**src/rtl/smig_pkg.sv**
```systemverilog
`timescale 1ns / 1ps
`default_nettype none
// ----------------------------------------------------------------------------
// smig_pkg
// Shared widths, register indexes, phase codes and types of the sphere mesh
// index generator.
// ----------------------------------------------------------------------------
package smig_pkg;

    localparam int IDX_W = 17;
    localparam int CNT_W = 9;
    localparam int CFG_IDX_W = 1;

    localparam int MAX_RINGS_DEF = 256;
    localparam int MAX_SEGMENTS_DEF = 256;

    localparam logic [CNT_W-1:0] RING_COUNT_RESET = 9'd16;
    localparam logic [CNT_W-1:0] SEGMENT_COUNT_RESET = 9'd32;
    localparam logic [CNT_W-1:0] MIN_COUNT = 9'd3;

    localparam logic [CFG_IDX_W-1:0] REG_RING_COUNT = 1'd0;
    localparam logic [CFG_IDX_W-1:0] REG_SEGMENT_COUNT = 1'd1;

    localparam logic [1:0] PH_BODY = 2'd0;
    localparam logic [1:0] PH_SOUTH = 2'd1;
    localparam logic [1:0] PH_NORTH = 2'd2;
    localparam logic [1:0] PH_UNUSED = 2'd3;

    typedef struct packed {
        logic [CNT_W-1:0] rings;
        logic [CNT_W-1:0] segments;
        logic [IDX_W-1:0] pole;
        logic [IDX_W-1:0] top;
    } mesh_cfg_t;

    typedef struct packed {
        logic [IDX_W-1:0] first_index;
        logic [IDX_W-1:0] second_index;
        logic [IDX_W-1:0] third_index;
        logic             last_of_mesh;
    } tri_t;

endpackage
`default_nettype wire

```
**src/rtl/smig_req_if.sv**
```systemverilog
`timescale 1ns / 1ps
`default_nettype none
// ----------------------------------------------------------------------------
// smig_req_if
// Request channel: one transfer asks for one triangle.
// ----------------------------------------------------------------------------
interface smig_req_if;

    logic valid;
    logic ready;
    logic restart;

    modport source (output valid, output restart, input ready);
    modport sink (input valid, input restart, output ready);

endinterface
`default_nettype wire

```
**src/rtl/smig_tri_if.sv**
```systemverilog
`timescale 1ns / 1ps
`default_nettype none
// ----------------------------------------------------------------------------
// smig_tri_if
// Triangle channel: one transfer carries three vertex indices and the
// end-of-mesh flag.
// ----------------------------------------------------------------------------
interface smig_tri_if;
    import smig_pkg::*;

    logic             valid;
    logic             ready;
    logic [IDX_W-1:0] first_index;
    logic [IDX_W-1:0] second_index;
    logic [IDX_W-1:0] third_index;
    logic             last_of_mesh;

    modport source (output valid, output first_index, output second_index,
                    output third_index, output last_of_mesh, input ready);
    modport sink (input valid, input first_index, input second_index,
                  input third_index, input last_of_mesh, output ready);

endinterface
`default_nettype wire

```
**src/rtl/sphere_mesh_index_generator_core.sv**
```systemverilog
`timescale 1ns / 1ps
`default_nettype none
// ----------------------------------------------------------------------------
// sphere_mesh_index_generator_core
// Triangle index stream of a latitude/longitude sphere mesh.
//
// Each transfer on req asks for one triangle; req.restart set starts over at
// the first body quad. Each request yields exactly one transfer on triangle
// with three vertex indices; last_of_mesh marks the final north fan triangle,
// after which the walk begins again.
// ring_count and segment_count are written through cfg_we / cfg_index /
// cfg_data; the user must write them only while no request is in flight,
// as the block itself does not enforce it. Counts are clamped to 3..MAX.
// A request transfer passes through the request register, then through the
// triangle register loaded from the index logic, before its triangle is
// offered. Throughput is one triangle per cycle while triangle.ready is
// high.
// When triangle.ready is low the triangle register holds; the request
// register still takes one more request, then req.ready drops.
// Reset returns the walk to the first quad and the counts to 16 rings and
// 32 segments; nothing is in flight after reset.
// ----------------------------------------------------------------------------
module sphere_mesh_index_generator_core
    import smig_pkg::*;
#(
    parameter int MAX_RINGS = MAX_RINGS_DEF,
    parameter int MAX_SEGMENTS = MAX_SEGMENTS_DEF
)
(
    input  wire logic                 clk,
    input  wire logic                 rst_n,
    input  wire logic                 cfg_we,
    input  wire logic [CFG_IDX_W-1:0] cfg_index,
    input  wire logic [CNT_W-1:0]     cfg_data,
    smig_req_if.sink                  req,
    smig_tri_if.source                triangle
);

    mesh_cfg_t cfg;
    tri_t      result;
    tri_t      out_reg;
    logic      in_valid_reg;
    logic      in_restart_reg;
    logic      out_valid_reg;
    logic      move;

    assign move      = in_valid_reg && (!out_valid_reg || triangle.ready);
    assign req.ready = !in_valid_reg || move;

    smig_cfg #(
        .MAX_RINGS    (MAX_RINGS),
        .MAX_SEGMENTS (MAX_SEGMENTS)
    ) u_cfg (
        .clk       (clk),
        .rst_n     (rst_n),
        .cfg_we    (cfg_we),
        .cfg_index (cfg_index),
        .cfg_data  (cfg_data),
        .cfg       (cfg)
    );

    smig_seq #(
        .MAX_RINGS    (MAX_RINGS),
        .MAX_SEGMENTS (MAX_SEGMENTS)
    ) u_seq (
        .clk     (clk),
        .rst_n   (rst_n),
        .step    (move),
        .restart (in_restart_reg),
        .cfg     (cfg),
        .result  (result)
    );

    always_ff @(posedge clk or negedge rst_n)
    begin
        if (!rst_n)
        begin
            in_valid_reg  <= 1'b0;
            out_valid_reg <= 1'b0;
        end
        else
        begin
            if (req.ready)
                in_valid_reg <= req.valid;
            if (!out_valid_reg || triangle.ready)
                out_valid_reg <= in_valid_reg;
        end
    end

    always_ff @(posedge clk)
    begin
        if (req.ready && req.valid)
            in_restart_reg <= req.restart;
        if (move)
            out_reg <= result;
    end

    assign triangle.valid        = out_valid_reg;
    assign triangle.first_index  = out_reg.first_index;
    assign triangle.second_index = out_reg.second_index;
    assign triangle.third_index  = out_reg.third_index;
    assign triangle.last_of_mesh = out_reg.last_of_mesh;

`ifndef SYNTHESIS
    a_no_overrun: assert property (@(posedge clk) disable iff (!rst_n)
        in_valid_reg && !move |-> !req.ready)
        else $error("request register overwritten while held");

    a_move_loads: assert property (@(posedge clk) disable iff (!rst_n)
        move |=> out_valid_reg)
        else $error("triangle lost between request and result registers");

    a_empty_takes: assert property (@(posedge clk) disable iff (!rst_n)
        !in_valid_reg |-> req.ready)
        else $error("empty request register refused a transfer");
`endif

endmodule
`default_nettype wire

```
**src/rtl/smig_cfg.sv**
```systemverilog
`timescale 1ns / 1ps
`default_nettype none
// ----------------------------------------------------------------------------
// smig_cfg
// Ring and segment count registers, clamping, and pole and top ring indexes.
// ----------------------------------------------------------------------------
module smig_cfg
    import smig_pkg::*;
#(
    parameter int MAX_RINGS = MAX_RINGS_DEF,
    parameter int MAX_SEGMENTS = MAX_SEGMENTS_DEF
)
(
    input  wire logic                 clk,
    input  wire logic                 rst_n,
    input  wire logic                 cfg_we,
    input  wire logic [CFG_IDX_W-1:0] cfg_index,
    input  wire logic [CNT_W-1:0]     cfg_data,
    output mesh_cfg_t                 cfg
);

    logic [CNT_W-1:0] ring_count_reg;
    logic [CNT_W-1:0] segment_count_reg;
    logic [CNT_W-1:0] rings;
    logic [CNT_W-1:0] segments;
    logic [IDX_W-1:0] product;

    always_ff @(posedge clk or negedge rst_n)
    begin
        if (!rst_n)
        begin
            ring_count_reg    <= RING_COUNT_RESET;
            segment_count_reg <= SEGMENT_COUNT_RESET;
        end
        else if (cfg_we)
        begin
            unique case (cfg_index)
                REG_RING_COUNT:    ring_count_reg    <= cfg_data;
                REG_SEGMENT_COUNT: segment_count_reg <= cfg_data;
            endcase
        end
    end

    always_comb
    begin
        priority if (ring_count_reg < MIN_COUNT)
            rings = MIN_COUNT;
        else if (32'(ring_count_reg) > MAX_RINGS)
            rings = CNT_W'(MAX_RINGS);
        else
            rings = ring_count_reg;

        priority if (segment_count_reg < MIN_COUNT)
            segments = MIN_COUNT;
        else if (32'(segment_count_reg) > MAX_SEGMENTS)
            segments = CNT_W'(MAX_SEGMENTS);
        else
            segments = segment_count_reg;

        product      = IDX_W'(rings) * IDX_W'(segments);
        cfg.rings    = rings;
        cfg.segments = segments;
        cfg.pole     = product;
        cfg.top      = product - IDX_W'(segments);
    end

endmodule
`default_nettype wire

```
**src/rtl/smig_seq.sv**
```systemverilog
`timescale 1ns / 1ps
`default_nettype none
// ----------------------------------------------------------------------------
// smig_seq
// Mesh walk state and triangle index formation: body quads, south fan,
// north fan, then wrap to the start.
// ----------------------------------------------------------------------------
module smig_seq
    import smig_pkg::*;
#(
    parameter int MAX_RINGS = MAX_RINGS_DEF,
    parameter int MAX_SEGMENTS = MAX_SEGMENTS_DEF
)
(
    input  wire logic clk,
    input  wire logic rst_n,
    input  wire logic step,
    input  wire logic restart,
    input  mesh_cfg_t cfg,
    output tri_t      result
);

    localparam int RING_W = $clog2(MAX_RINGS);
    localparam int SEG_W = $clog2(MAX_SEGMENTS);

    logic [RING_W-1:0] ring_pos_reg, ring_pos_next, e_ring;
    logic [SEG_W-1:0]  seg_pos_reg, seg_pos_next, e_seg, s1;
    logic              half_reg, half_next, e_half;
    logic [1:0]        phase_reg, phase_next, e_phase;
    logic [IDX_W-1:0]  base_reg, base_next, e_base;
    logic              do_restart;
    logic              seg_end;
    logic              ring_end;
    logic [IDX_W-1:0]  sx, s1x, ssx;

    always_comb
    begin
        do_restart = restart || (phase_reg == PH_UNUSED);
        e_ring  = do_restart ? '0 : ring_pos_reg;
        e_seg   = do_restart ? '0 : seg_pos_reg;
        e_half  = do_restart ? 1'b0 : half_reg;
        e_phase = do_restart ? PH_BODY : phase_reg;
        e_base  = do_restart ? '0 : base_reg;

        seg_end  = 32'(e_seg) >= 32'(cfg.segments) - 32'd1;
        ring_end = 32'(e_ring) >= 32'(cfg.rings) - 32'd2;
        s1       = seg_end ? '0 : e_seg + 1'b1;
        sx       = IDX_W'(e_seg);
        s1x      = IDX_W'(s1);
        ssx      = IDX_W'(cfg.segments);

        ring_pos_next = e_ring;
        seg_pos_next  = e_seg;
        half_next     = e_half;
        phase_next    = e_phase;
        base_next     = e_base;
        result        = '0;

        unique case (e_phase)
            PH_BODY:
            begin
                result.first_index = e_base + sx;
                if (!e_half)
                begin
                    result.second_index = e_base + ssx + s1x;
                    result.third_index  = e_base + ssx + sx;
                    half_next = 1'b1;
                end
                else
                begin
                    result.second_index = e_base + s1x;
                    result.third_index  = e_base + ssx + s1x;
                    half_next = 1'b0;
                    seg_pos_next = s1;
                    if (seg_end)
                    begin
                        if (ring_end)
                        begin
                            phase_next    = PH_SOUTH;
                            ring_pos_next = '0;
                            base_next     = '0;
                        end
                        else
                        begin
                            ring_pos_next = e_ring + 1'b1;
                            base_next     = e_base + ssx;
                        end
                    end
                end
            end
            PH_SOUTH:
            begin
                result.first_index  = sx;
                result.second_index = cfg.pole;
                result.third_index  = s1x;
                seg_pos_next = s1;
                if (seg_end)
                    phase_next = PH_NORTH;
            end
            PH_NORTH:
            begin
                result.first_index  = cfg.top + sx;
                result.second_index = cfg.top + s1x;
                result.third_index  = cfg.pole + 1'b1;
                seg_pos_next = s1;
                if (seg_end)
                begin
                    result.last_of_mesh = 1'b1;
                    ring_pos_next = '0;
                    half_next     = 1'b0;
                    phase_next    = PH_BODY;
                    base_next     = '0;
                end
            end
            default:
            begin
                result = '0;
            end
        endcase
    end

    always_ff @(posedge clk or negedge rst_n)
    begin
        if (!rst_n)
        begin
            ring_pos_reg <= '0;
            seg_pos_reg  <= '0;
            half_reg     <= 1'b0;
            phase_reg    <= PH_BODY;
            base_reg     <= '0;
        end
        else if (step)
        begin
            ring_pos_reg <= ring_pos_next;
            seg_pos_reg  <= seg_pos_next;
            half_reg     <= half_next;
            phase_reg    <= phase_next;
            base_reg     <= base_next;
        end
    end

`ifndef SYNTHESIS
    a_last_wraps: assert property (@(posedge clk) disable iff (!rst_n)
        step && result.last_of_mesh |=>
            phase_reg == PH_BODY && seg_pos_reg == '0 && base_reg == '0 && !half_reg)
        else $error("mesh end did not return to the first quad");

    a_half_toggles: assert property (@(posedge clk) disable iff (!rst_n)
        step && e_phase == PH_BODY && !e_half |=> half_reg && seg_pos_reg == $past(e_seg))
        else $error("first quad half did not advance to the second");

    a_south_to_north: assert property (@(posedge clk) disable iff (!rst_n)
        step && e_phase == PH_SOUTH && seg_end |=> phase_reg == PH_NORTH && seg_pos_reg == '0)
        else $error("south fan end did not enter the north fan");
`endif

endmodule
`default_nettype wire

```
**src/flat_wrapper.sv**
```systemverilog
// flat-port wrapper written by rule: the top's interface ports become plain ports
module sphere_mesh_index_generator_core_flat import smig_pkg::*;
#(
    parameter int MAX_RINGS = MAX_RINGS_DEF,
    parameter int MAX_SEGMENTS = MAX_SEGMENTS_DEF
)
  (clk, rst_n, cfg_we, cfg_index, cfg_data, req_valid, req_restart, req_ready, triangle_valid, triangle_first_index, triangle_second_index, triangle_third_index, triangle_last_of_mesh, triangle_ready);
  smig_req_if req_i ();
  smig_tri_if triangle_i ();
  input  wire logic clk;
  input  wire logic rst_n;
  input  wire logic cfg_we;
  input  wire logic [CFG_IDX_W-1:0] cfg_index;
  input  wire logic [CNT_W-1:0] cfg_data;
  input wire logic [$bits(req_i.valid)-1:0] req_valid;
  input wire logic [$bits(req_i.restart)-1:0] req_restart;
  output wire logic [$bits(req_i.ready)-1:0] req_ready;
  output wire logic [$bits(triangle_i.valid)-1:0] triangle_valid;
  output wire logic [$bits(triangle_i.first_index)-1:0] triangle_first_index;
  output wire logic [$bits(triangle_i.second_index)-1:0] triangle_second_index;
  output wire logic [$bits(triangle_i.third_index)-1:0] triangle_third_index;
  output wire logic [$bits(triangle_i.last_of_mesh)-1:0] triangle_last_of_mesh;
  input wire logic [$bits(triangle_i.ready)-1:0] triangle_ready;
  assign req_i.valid = req_valid;
  assign req_i.restart = req_restart;
  assign req_ready = req_i.ready;
  assign triangle_valid = triangle_i.valid;
  assign triangle_first_index = triangle_i.first_index;
  assign triangle_second_index = triangle_i.second_index;
  assign triangle_third_index = triangle_i.third_index;
  assign triangle_last_of_mesh = triangle_i.last_of_mesh;
  assign triangle_i.ready = triangle_ready;
  sphere_mesh_index_generator_core #(.MAX_RINGS(MAX_RINGS), .MAX_SEGMENTS(MAX_SEGMENTS)) u_core (.clk(clk), .rst_n(rst_n), .cfg_we(cfg_we), .cfg_index(cfg_index), .cfg_data(cfg_data), .req(req_i), .triangle(triangle_i));
endmodule
```
**config.mk**
```make
export PLATFORM = sky130hd
export DESIGN_NAME = sphere_mesh_index_generator_core_flat
export DESIGN_NICKNAME = d
export VERILOG_FILES = /design/src/rtl/smig_pkg.sv /design/src/rtl/smig_req_if.sv /design/src/rtl/smig_tri_if.sv /design/src/rtl/sphere_mesh_index_generator_core.sv /design/src/rtl/smig_cfg.sv /design/src/rtl/smig_seq.sv /design/src/flat_wrapper.sv
export SDC_FILE = /design/constraint.sdc
export NUM_CORES = 1
export LEC_CHECK = 0
export BUFFER_PORTS_ARGS = -buffer_cell sky130_fd_sc_hd__buf_2
export CORE_MARGIN = 4
export CORE_UTILIZATION = 64
export CTS_CLUSTER_DIAMETER = 50
export DETAILED_ROUTE_END_ITERATION = 7
export GPL_ROUTABILITY_DRIVEN = 0
export PLACE_DENSITY_LB_ADDON = 0.08
export SYNTH_ARGS = -nofsm -noshare
export SYNTH_HDL_FRONTEND = slang
export SYNTH_SLANG_ARGS = --single-unit
```
**constraint.sdc**
```tcl
create_clock -name clk -period 7.75 [get_ports clk]
set_input_delay 1.55 -clock clk [delete_from_list [all_inputs] [get_ports clk]]
set_output_delay 1.55 -clock clk [all_outputs]
set_load 0.01 [all_outputs]
```
# After elaboration in Yosys (flattened, before gate mapping)
# Cells that the tools add are included.
# W data, S select, Z words.
[classes]
muxes = 34
mul = 1
bitwise_logic = 1
reduce_logical = 11
eq_ne = 3
order_cmp = 6
add_sub_neg = 13
[ops]
columns = ["op", "count"]
rows = [
  ["$pmux W51 S3", 1],
  ["$add A17 B8 Y17", 6],
  ["$mux W17", 5],
  ["$ge A8 B32 Y1", 2],
  ["$mux W8", 8],
  ["$mux W9", 4],
  ["$mux W34", 1],
  ["$pmux W17 S2", 1],
  ["$pmux W8 S2", 2],
  ["$gt A9 B9 Y1 const B", 2],
  ["$lt A9 B2 Y1 const B", 2],
  ["$add A17 B1 Y17 const B", 1],
  ["$add A17 B9 Y17", 1],
  ["$mul A9 B9 Y17", 1],
  ["$sub A17 B9 Y17", 1],
  ["$add A8 B1 Y8 const B", 2],
  ["$mux W2", 6],
  ["$sub A9 B1 Y10 const B", 1],
  ["$sub A9 B2 Y10 const B", 1],
  ["$pmux W2 S3", 1],
  ["$eq A2 B2 Y1 const B", 2],
  ["$mux W1", 4],
  ["$reduce_and A2 Y1", 2],
  ["$logic_or A1 B1 Y1", 3],
  ["7 further kinds", 9],
]
[totals]
out_inout_bits = 54
elab_cells = 83
register_bits = 109
inputBits = 16

# Longest topological paths before layout
# Gate-level depths: netlist of the first run.
[depth]
word_depth = 9
mapped_depth = 31
mapped_depth_nobuf = 31

# Modules after synthesis
# From an unflattened synthesis of the first run, not the netlist that was laid out.
[hier_totals]
cells_unflattened = 1551
hier_area_um2 = 13016.2
[modules_own_cells]
columns = ["module", "cells_each", "seq_area_each_um2", "instances", "area_each_um2"]
rows = [
  ["smig_seq", 1025, 900.9, 1, 7387.1],
  ["smig_cfg", 465, 452.9, 1, 3933.8],
  ["sphere_mesh_index_generator_core", 61, 1641.6, 1, 1695.4],
]

# Least setup slack after synthesis of the first run
# Ideal clock, no wire load.
[synth_timing]
path_type = "reg-to-reg"
startpoint = "register u_core.u_cfg.segment_count_reg[2]"
endpoint = "register u_core.out_reg (netlist bit u_core.triangle.second_index[16]), data pin"
path_buffers = 1
setup_slack_ns = 0.839
arrival_time_ns = 6.641
required_time_ns = 7.480
synth_period_minus_slack_ns = 6.911
setup_time_ns = 0.270
path_stages_with_launch = 27
cell_sequence = "dfrtp_1 nor4_4 nor3b_4 o21ai_1 inv_1 nand2_1 fa_1 inv_1 fa_1 inv_1 fa_1 fa_1 inv_1 ha_1 buf_2 o21a_1 nor2_1 xnor2_1 ha_1 or4_4 a21oi_2 nand3b_1 nor4_2 o311ai_2 nor4_1 xnor2_1 o22ai_1"
[synth_rtl]
columns = ["item", "line", "rtl"]
rows = [
  ["from (decl)", "smig_cfg.sv:23", "logic [CNT_W-1:0] segment_count_reg;"],
  ["from (signal assigned)", "smig_cfg.sv:39", "REG_SEGMENT_COUNT: segment_count_reg <= cfg_data;"],
  ["to (signal assigned)", "sphere_mesh_index_generator_core.sv:95", "out_reg <= result;"],
  ["to (decl)", "sphere_mesh_index_generator_core.sv:41", "tri_t out_reg;"],
]

==> impl_summary.md, run 1 <==
Run status
The run finished, with violations left. The checks that failed: DRC.

Pwr
The worst IR drop on VDD is 0.218 mV. Power spread over the standard cell area amounts to 276 nW/µm². The static power due to leakage is 6.29 nW.

Timing
In this run the tightest slew margin relative to its limit is 30.6%. At the pin with the least slew margin, the transition time is 1.03 ns. The worst path in the final design needs a cycle of 7.49 ns, including I/O delays and setup. Timing would allow up to 134 MHz. The clock arrives with 0.0146 ns of skew. The max-slew violation total from the final report is 0. The final-report hold violation count is 0.

The worst path setup slack after routing is 0.261 ns. Setup repair after global routing could not meet its margin everywhere. Setup violations remaining at the end of the flow were counted as 0. The final critical-path share of the clock period is 96.6%.

Layout
The filler cell count is 1528. For this run, the share of the core covered by cells in the final layout is 71.9%. The final instance area is 13600 µm².

The signed area change from the synthesized netlist to the final layout is 8.68%. The number of antenna repair diodes is 0. At the end of the flow, the number of nets in the layout was 1718. The area occupied by multi-input gates is 8860 µm². The fraction of final layout cells with drive strength greater than 1 is 11.7%. The register cell area after layout is 3000 µm².

Floorplanning
The floorplan die width is 148 µm. The full die area is 21900 µm². The core region is 19000 µm².

Measured along the y axis, the die boundary spans 148 µm. The number of top-level pins is 70. The effective utilization at floorplan is 66.1%.

The initialized floorplan defines 50 standard-cell rows.

Synth
Synthesis produced 1472 cells. By count the netlist is led by sky130_fd_sc_hd__nor2_1 (153), sky130_fd_sc_hd__nand2_1 (137), sky130_fd_sc_hd__inv_1 (132), sky130_fd_sc_hd__ha_1 (118), sky130_fd_sc_hd__xnor2_1 (86). The share of synthesized area occupied by flip-flops and latches is 23.9%. The mean instance size in the synthesized netlist is 8.52 µm². During synthesis, Yosys emitted a total of 0 warnings.

The number of synthesized flops with an enable pin is 53. By area the synthesized netlist is led by sky130_fd_sc_hd__edfxtp_1 (13%), sky130_fd_sc_hd__ha_1 (12%), sky130_fd_sc_hd__dfrtp_1 (11%). Synthesis produced a netlist with a net count of 1662. The most common cell in the synthesized netlist is sky130_fd_sc_hd__nor2_1. Counting flops and latches in the post-synthesis netlist gives 109. The top flip-flop cell by instance count after synthesis is sky130_fd_sc_hd__dfrtp_1. After synthesis, the share of flip-flops with an asynchronous set or reset is 51.4%.

The synthesized design devotes to its leading area cell type 12.7% of total area. The largest area contributor in the netlist is sky130_fd_sc_hd__edfxtp_1. Synthesis instantiated 88 different standard cells from the library. The post-synthesis instance area is 12500 µm².

Global routing
The maximum number of pins on one net before global-route repair is 57. The total overflow left after global routing is 0. The number of antenna violations at the first check in global routing is 0. Global routing used 33.7% of the available tracks. The wire length of the first global-routing pass is 58400 µm.

The via count of the first global-routing pass is 11006.

Placement
The placed instances occupy a cell area of 13200 µm². The worst setup slack before clock tree synthesis is 0.289 ns. The count of buffers from port buffering is 69. After legalization and detailed placement, the total HPWL measured 28300 µm.

Route
Once detail routing completed, the nets flagged for antenna violations numbered 0. Across all layers, the routed design uses 11414 vias. Using the TritonRoute via totals, the vias-per-cell ratio works out to 6.37. The met3 wire length is 3580 µm. The highest signal layer in the routed design is met4.

The detailed-router iteration count before antenna repair is 8. The wire length on met2 is 16400 µm. The routed wire length per instance is 20.4 µm. The aggregate routed wire length is 36500 µm. The routed metal-1 wire length is 14600 µm. The number of remaining DRC errors is 5.

For this block, the initial DRC count from the detailed router was 1423.

Clocking
Counting along the longest clock path gives a buffer depth of 2. The number of buffers created by CTS is 9. The H-tree depth is 3. The buffer type at the clock tree root is sky130_fd_sc_hd__clkbuf_16. Clock latency on the worst-skew pair, taken at its later pin, is 0.39 ns. After clock tree synthesis, the clock-pin slew on the worst setup and hold paths is 0.08 ns. The clock tree from TritonCTS is done. The clock sink count is 109.

Setup path
Along the worst path, the maximum fanout reaches 8. In this run the worst setup path terminates at u_core.triangle.second_index[10]. Tracing the worst setup path back leads to its startpoint at u_core.u_cfg.segment_count_reg[2]. The critical path in this run is classified as reg2reg. The type of destination of the critical path is a flop. At the worst endpoint, the required time is 7.85 ns. The register-to-register setup slack is 0.26 ns. For the worst flop-to-flop path, the logic depth is 26. The terminus of the critical flop-to-flop path is u_core.triangle.second_index[10]. The reg-to-reg startpoint is u_core.u_cfg.segment_count_reg[2]. For the worst setup path, the data arrival time is 7.59 ns.

STA classifies the critical path startpoint as a flop.

Flow run
The number of maximum-capacitance violations is 0.

Hold path
The class of the tightest hold or removal check is reg2reg.
how the worst min path moves through the flow:
| stage | start | end | slack (ns) | depth (start not counted) |
|---|---|---|---|---|
| after floorplan | u_core.u_seq.base_reg[2] | u_core.u_seq.base_reg[2] | 0.45 | 2 |
| after global placement | u_core.u_seq.ring_pos_reg[7] | u_core.u_seq.ring_pos_reg[7] | 0.46 | 2 |
| after detailed placement | u_core.u_seq.base_reg[2] | u_core.u_seq.base_reg[2] | 0.47 | 2 |
| after CTS | u_core.u_seq.base_reg[2] | u_core.u_seq.base_reg[2] | 0.50 | 2 |
| after global routing | u_core.u_seq.base_reg[2] | u_core.u_seq.base_reg[2] | 0.53 | 2 |
| final | u_core.u_seq.base_reg[2] | u_core.u_seq.base_reg[2] | 0.49 | 2 |
metrics by stage:
stage | total power, mW | hold slack (ns) | setup TNS, ns | std cells
global route | 4.03 | 0.527 | -0.0574 | 1793
detailed placement | 3.14 | 0.474 | 0 | 1775
finish | 3.77 | 0.494 | 0 | 1793
floorplan | 2.57 | 0.450 | 0 | 1472
global placement | 3.08 | 0.464 | 0 | 1775
CTS | 3.69 | 0.495 | 0 | 1791
logic make-up after synthesis:
| kind of cell | synth area share (%) |
|---|---|
| and+or+nand+nor | 19.1 |
| AOI/OAI and AO/OA | 19.1 |
| buffers and inverters | 5.94 |
| xor gates and xnor gates | 8.79 |
| DFF | 23.9 |
| muxes | 2.47 |
| adders and majority gates | 20.7 |
where the power goes:
part | switching (mW) | leakage (nW) | total, mW | internal (mW)
clock | 0.243 | 0.169 | 0.538 | 0.295
sequential | 0.0560 | 1.25 | 0.747 | 0.691
combinational | 1.55 | 4.86 | 2.48 | 0.931
total | 1.85 | 6.29 | 3.77 | 1.92
per-layer routing:
| layer | up-vias | GRT usage, % |
|---|---|---|
| met2 | 641 | 52.4 |
| met5 | - | 0 |
| met1 | 5340 | 44.8 |
| li1 | 5296 | - |
| met3 | 137 | 7.17 |
| met4 | 0 | 16.6 |
worst max-delay path, cell delays in order, from the launching register on:
cell                       delay, ns
sky130_fd_sc_hd__dfrtp_1        0.47
sky130_fd_sc_hd__nor4_4         0.40
sky130_fd_sc_hd__nor3b_4        0.34
sky130_fd_sc_hd__buf_4          0.18
sky130_fd_sc_hd__o21ai_4        0.10
sky130_fd_sc_hd__inv_4          0.15
sky130_fd_sc_hd__nand2_1        0.08
sky130_fd_sc_hd__fa_1           0.49
sky130_fd_sc_hd__inv_1          0.05
sky130_fd_sc_hd__fa_1           0.45
sky130_fd_sc_hd__ha_1           0.29
sky130_fd_sc_hd__inv_1          0.05
sky130_fd_sc_hd__fa_1           0.53
sky130_fd_sc_hd__fa_1           0.51
sky130_fd_sc_hd__xnor2_2        0.19
sky130_fd_sc_hd__ha_1           0.39
sky130_fd_sc_hd__nand4_1        0.14
sky130_fd_sc_hd__a211o_1        0.34
sky130_fd_sc_hd__and3_1         0.20
sky130_fd_sc_hd__nor2_1         0.24
sky130_fd_sc_hd__ha_1           0.32
sky130_fd_sc_hd__o21a_1         0.14
sky130_fd_sc_hd__o21ai_0        0.50
sky130_fd_sc_hd__nor2_1         0.11
sky130_fd_sc_hd__xnor2_1        0.15
sky130_fd_sc_hd__a222oi_1       0.21
sky130_fd_sc_hd__a21oi_1        0.15
cells in the final DEF, fill, tap and decap left out, drive strengths merged, types with 25 or more instances in the layout:
| cell type | Yosys | routed |
|---|---|---|
| nor3 | 29 | 29 |
| a21oi | 85 | 85 |
| inv | 133 | 137 |
| dfrtp | 54 | 54 |
| fa | 56 | 56 |
| xnor2 | 87 | 87 |
| nor2 | 154 | 154 |
| and2 | 26 | 26 |
| edfxtp | 53 | 53 |
| xor2 | 38 | 38 |
| nor2b | 28 | 28 |
| ha | 118 | 118 |
| nand2 | 137 | 137 |
| a22o | 25 | 25 |
| nand3 | 36 | 36 |
| o21ai | 70 | 70 |
| buf | 8 | 102 |
layout make-up:
class,count,share of cell area (%)
Clock buffer,11,2.02
Timing Repair Buffer,102,4.35
Sequential cell,109,22.0
Clock inverter,5,0.496
Inverter,136,3.76
Multi-Input combinational cell,1170,65.0
Tap cell,260,2.39
timing repair:
item / 4_1_cts / 5_1_grt
hold buffers: 0 / 0
gates resized for setup: 0 / 8
setup buffers: 0 / 2
setup endpoints to repair: 0 / 16
Note: power is estimated with default switching activity, not from simulation.
==> run 2: changes to the inputs <==
--- a/config.mk
+++ b/config.mk
@@ -6,8 +6,10 @@
 export NUM_CORES = 1
 export LEC_CHECK = 0
 export BUFFER_PORTS_ARGS = -buffer_cell sky130_fd_sc_hd__buf_2
+export CELL_PAD_IN_SITES_DETAIL_PLACEMENT = 1
+export CELL_PAD_IN_SITES_GLOBAL_PLACEMENT = 2
 export CORE_MARGIN = 4
-export CORE_UTILIZATION = 64
+export CORE_UTILIZATION = 39
 export CTS_CLUSTER_DIAMETER = 50
 export DETAILED_ROUTE_END_ITERATION = 7
 export GPL_ROUTABILITY_DRIVEN = 0
==> impl_summary.md, run 2 (same netlist as run 1, synthesis figures left out) <==
Setup path
The type of destination of the critical path is a flop. The number of buffers and inverters on the critical path is 6. The biggest cell delay along the critical path is 0.53 ns.

The signal arrival time at the worst endpoint is 7.45 ns. The launching element of the worst setup path is u_core.u_cfg.segment_count_reg[2]. The reg-to-reg startpoint is u_core.u_cfg.segment_count_reg[2]. The cell type group with the largest total delay on the critical path is simple AND/OR/NAND/NOR gates. By startpoint and endpoint, the worst setup path is classified as reg2reg. For the worst setup path, the data required time is 7.86 ns. The maximum fanout along the worst path is 6. Among all stages on the critical path, the largest delay is contributed by sky130_fd_sc_hd__fa_1. The kind of launch point of the worst setup path is a flop. By instance count, the cell type seen most on the critical path is sky130_fd_sc_hd__inv_1.

Floorplanning
Row generation in the floorplan step produced 65 rows. The floorplan step set the die width to 187 µm. The die extent in y is 187 µm. Once the floorplan was initialized, standard cells occupied 39.6% of the core. The die covers 35100 µm².

70 I/O pins were placed. The area of the core region is 31600 µm².

Timing
Headroom to the max-slew limit came out at 25.6%. Setup slack closes at 0.417 ns. After layout, the minimum clock period comes to 7.33 ns. The final critical-path share of the clock period is 94.6%. The final number of setup-violating endpoints is 0. The actual transition at the worst max-transition pin is 1.11 ns. For this run, the top clock speed supported by timing is 136 MHz. The max-slew violation total from the final report came to 0. Across the routed clock network, the largest skew measured is 0.00986 ns. The final-report hold violation count came to 0.

Pwr
The power per standard cell area is 286 nW/µm². The total power of the final layout is 3.97 mW. The clock network burns 12.2% of the power. IR analysis of the VDD net gives a maximum drop of 0.218 mV.

Net switching is 50.8% of the power. The switching power is 2.01 mW. Combinational logic burns 69.0% of the power. Sequential cells account for 18.8% of the total power. The analysis attributes to cell leakage a power of 6.34 nW. The internal power of the cells is 1.95 mW.

Placement
At the placement stage, the worst setup path has a slack of 0.282 ns. The count of buffers from port buffering is 69. In this run, placement finished with an instance count of 1936.

Summed over all nets, the half-perimeter wirelength after detailed placement is 35500 µm.

Global routing
Global routing finished with a remaining overflow of 0. Global routing used 25.4% of the available tracks. The via count of the first global-routing pass is 11802. The number of antenna violations at the first check in global routing was 0. The first global-routing pass estimated 69500 µm of wire.

Entering global routing, the biggest net connects 57 pins.

Route
The routed layout has 11261 vias. Summed over all layers, the routed wires come to 44300 µm. The first routing iteration left 676 violations. Once detail routing completed, the nets flagged for antenna violations numbered 0.

In the routed layout, each cell is associated on average with a via count of 5.76. The detailed-router iteration count before antenna repair is 8. After detailed routing, the average wire length per cell comes to 22.7 µm. The number of remaining DRC errors is 0.

Layout
Leaving out filler cells and counting taps, the final layout contains 1954. Cells fill 43.9% of the core in the end. Leaving out fill and tap cells, the most frequent cells in the layout are sky130_fd_sc_hd__nor2_1 (152), sky130_fd_sc_hd__nand2_1 (137), sky130_fd_sc_hd__inv_1 (131). The repair_antennas step left the layout with diodes totalling 0. The most common cell after layout, fill and taps aside is sky130_fd_sc_hd__nor2_1. The net count of the finished layout is 1737. From synthesis to final layout, the design area changed by 10.7%. Cells with a size suffix above 1 make up 12.6% of the layout.

Clocking
The clock network latency to the later pin of the worst-skew pair is 0.39 ns. The clock tree from TritonCTS is done. The clock slew at the register clock pins of the worst setup and hold paths is 0.08 ns. The number of buffers created by CTS is 9. The buffer type at the clock tree root is sky130_fd_sc_hd__clkbuf_16. Clock tree synthesis found a total of 109 sinks. The maximum buffer depth of the clock tree is 2.

The clock tree synthesis step divided the H-tree into 3 levels.

Hold path
The startpoint of the most critical hold path is u_core.u_seq.ring_pos_reg[7]. The tightest min-delay check is of the reg2reg type.

Run status
The run finished with clean final reports.

Flow run
The number of maximum-capacitance violations is 0.
==> run 2: cell types whose count changed in the layout (fill, tap and decap cells not counted), moves of 2 or more <==
cell	before	now
sky130_fd_sc_hd__xnor2_1	83	85
sky130_fd_sc_hd__clkbuf_16	11	9
sky130_fd_sc_hd__xnor2_2	4	2
sky130_fd_sc_hd__clkinv_4	1	3
sky130_fd_sc_hd__buf_4	33	52
==> run 2: worst reg2reg max path, delay by kind of cell, from the launching register on <==
| kind | cells | cell delay, ns |
|---|---|---|
| xor+xnor | 2 | 0.33 |
| fa+ha+maj | 7 | 2.38 |
| simple gates | 9 | 2.54 |
| flops | 1 | 0.47 |
| buf+inv | 6 | 0.57 |
| compound gates | 5 | 0.79 |
==> run 2: repair_timing <==
action / CTS / global route
buffers inserted: 0 / 2
setup endpoints to repair: 0 / 11
resized for setup: 0 / 4
hold buffers: 0 / 0
==> run 2: power groups by stage <==
stage | combinational, mW | sequential (mW) | clock, mW
after floorplan | 1.80 | 0.764 | 0
after global placement | 2.65 | 0.759 | 0
after detailed placement | 2.70 | 0.760 | 0
after CTS | 2.72 | 0.748 | 0.504
after global routing | 2.99 | 0.760 | 0.517
final | 2.74 | 0.748 | 0.483
==> run 2: path summary, 6_finish.rpt <==
kind / slack, ns / endpoint / cells past startpoint
setup / recovery: 0.42 / u_core.triangle.second_index[15] / 29
hold / removal: 0.49 / u_core.u_seq.ring_pos_reg[7] / 2
setup reg to reg: 0.42 / u_core.triangle.second_index[15] / 29
hold reg to reg: 0.49 / u_core.u_seq.ring_pos_reg[7] / 2
max in group asynchronous: 5.83 / u_core.u_cfg.segment_count_reg[8] / 2
min in group asynchronous: 1.31 / u_core.u_seq.base_reg[13] / 2
==> run 2: per-stage QoR <==
| stage | TNS [ns] | instance area (µm²) | hold WS [ns] |
|---|---|---|---|
| floorplan | 0 | 12500 | 0.450 |
| global placement | 0 | 13600 | 0.468 |
| detailed placement | 0 | 13600 | 0.477 |
| CTS | 0 | 13800 | 0.498 |
| global route | -0.0190 | 13900 | 0.518 |
| finish | 0 | 13900 | 0.493 |
==> run 2: final cells by class <==
cell class,count,area [µm²]
fillers,3838,17800
flip-flops and latches,109,3000
well taps,402,503
multi-input cells,1170,8840
clock buffers,10,239
inverters,136,513
clock inverters,6,46.3
repair buffers,121,736
==> run 2: per-layer routing <==
layer	up-vias	wire [µm]	track usage [%]
li1	5339	-	-
met1	5590	20500	34.7
met2	273	20900	42.6
met3	59	1650	2.78
met4	0	1170	7.79
met5	-	0	0
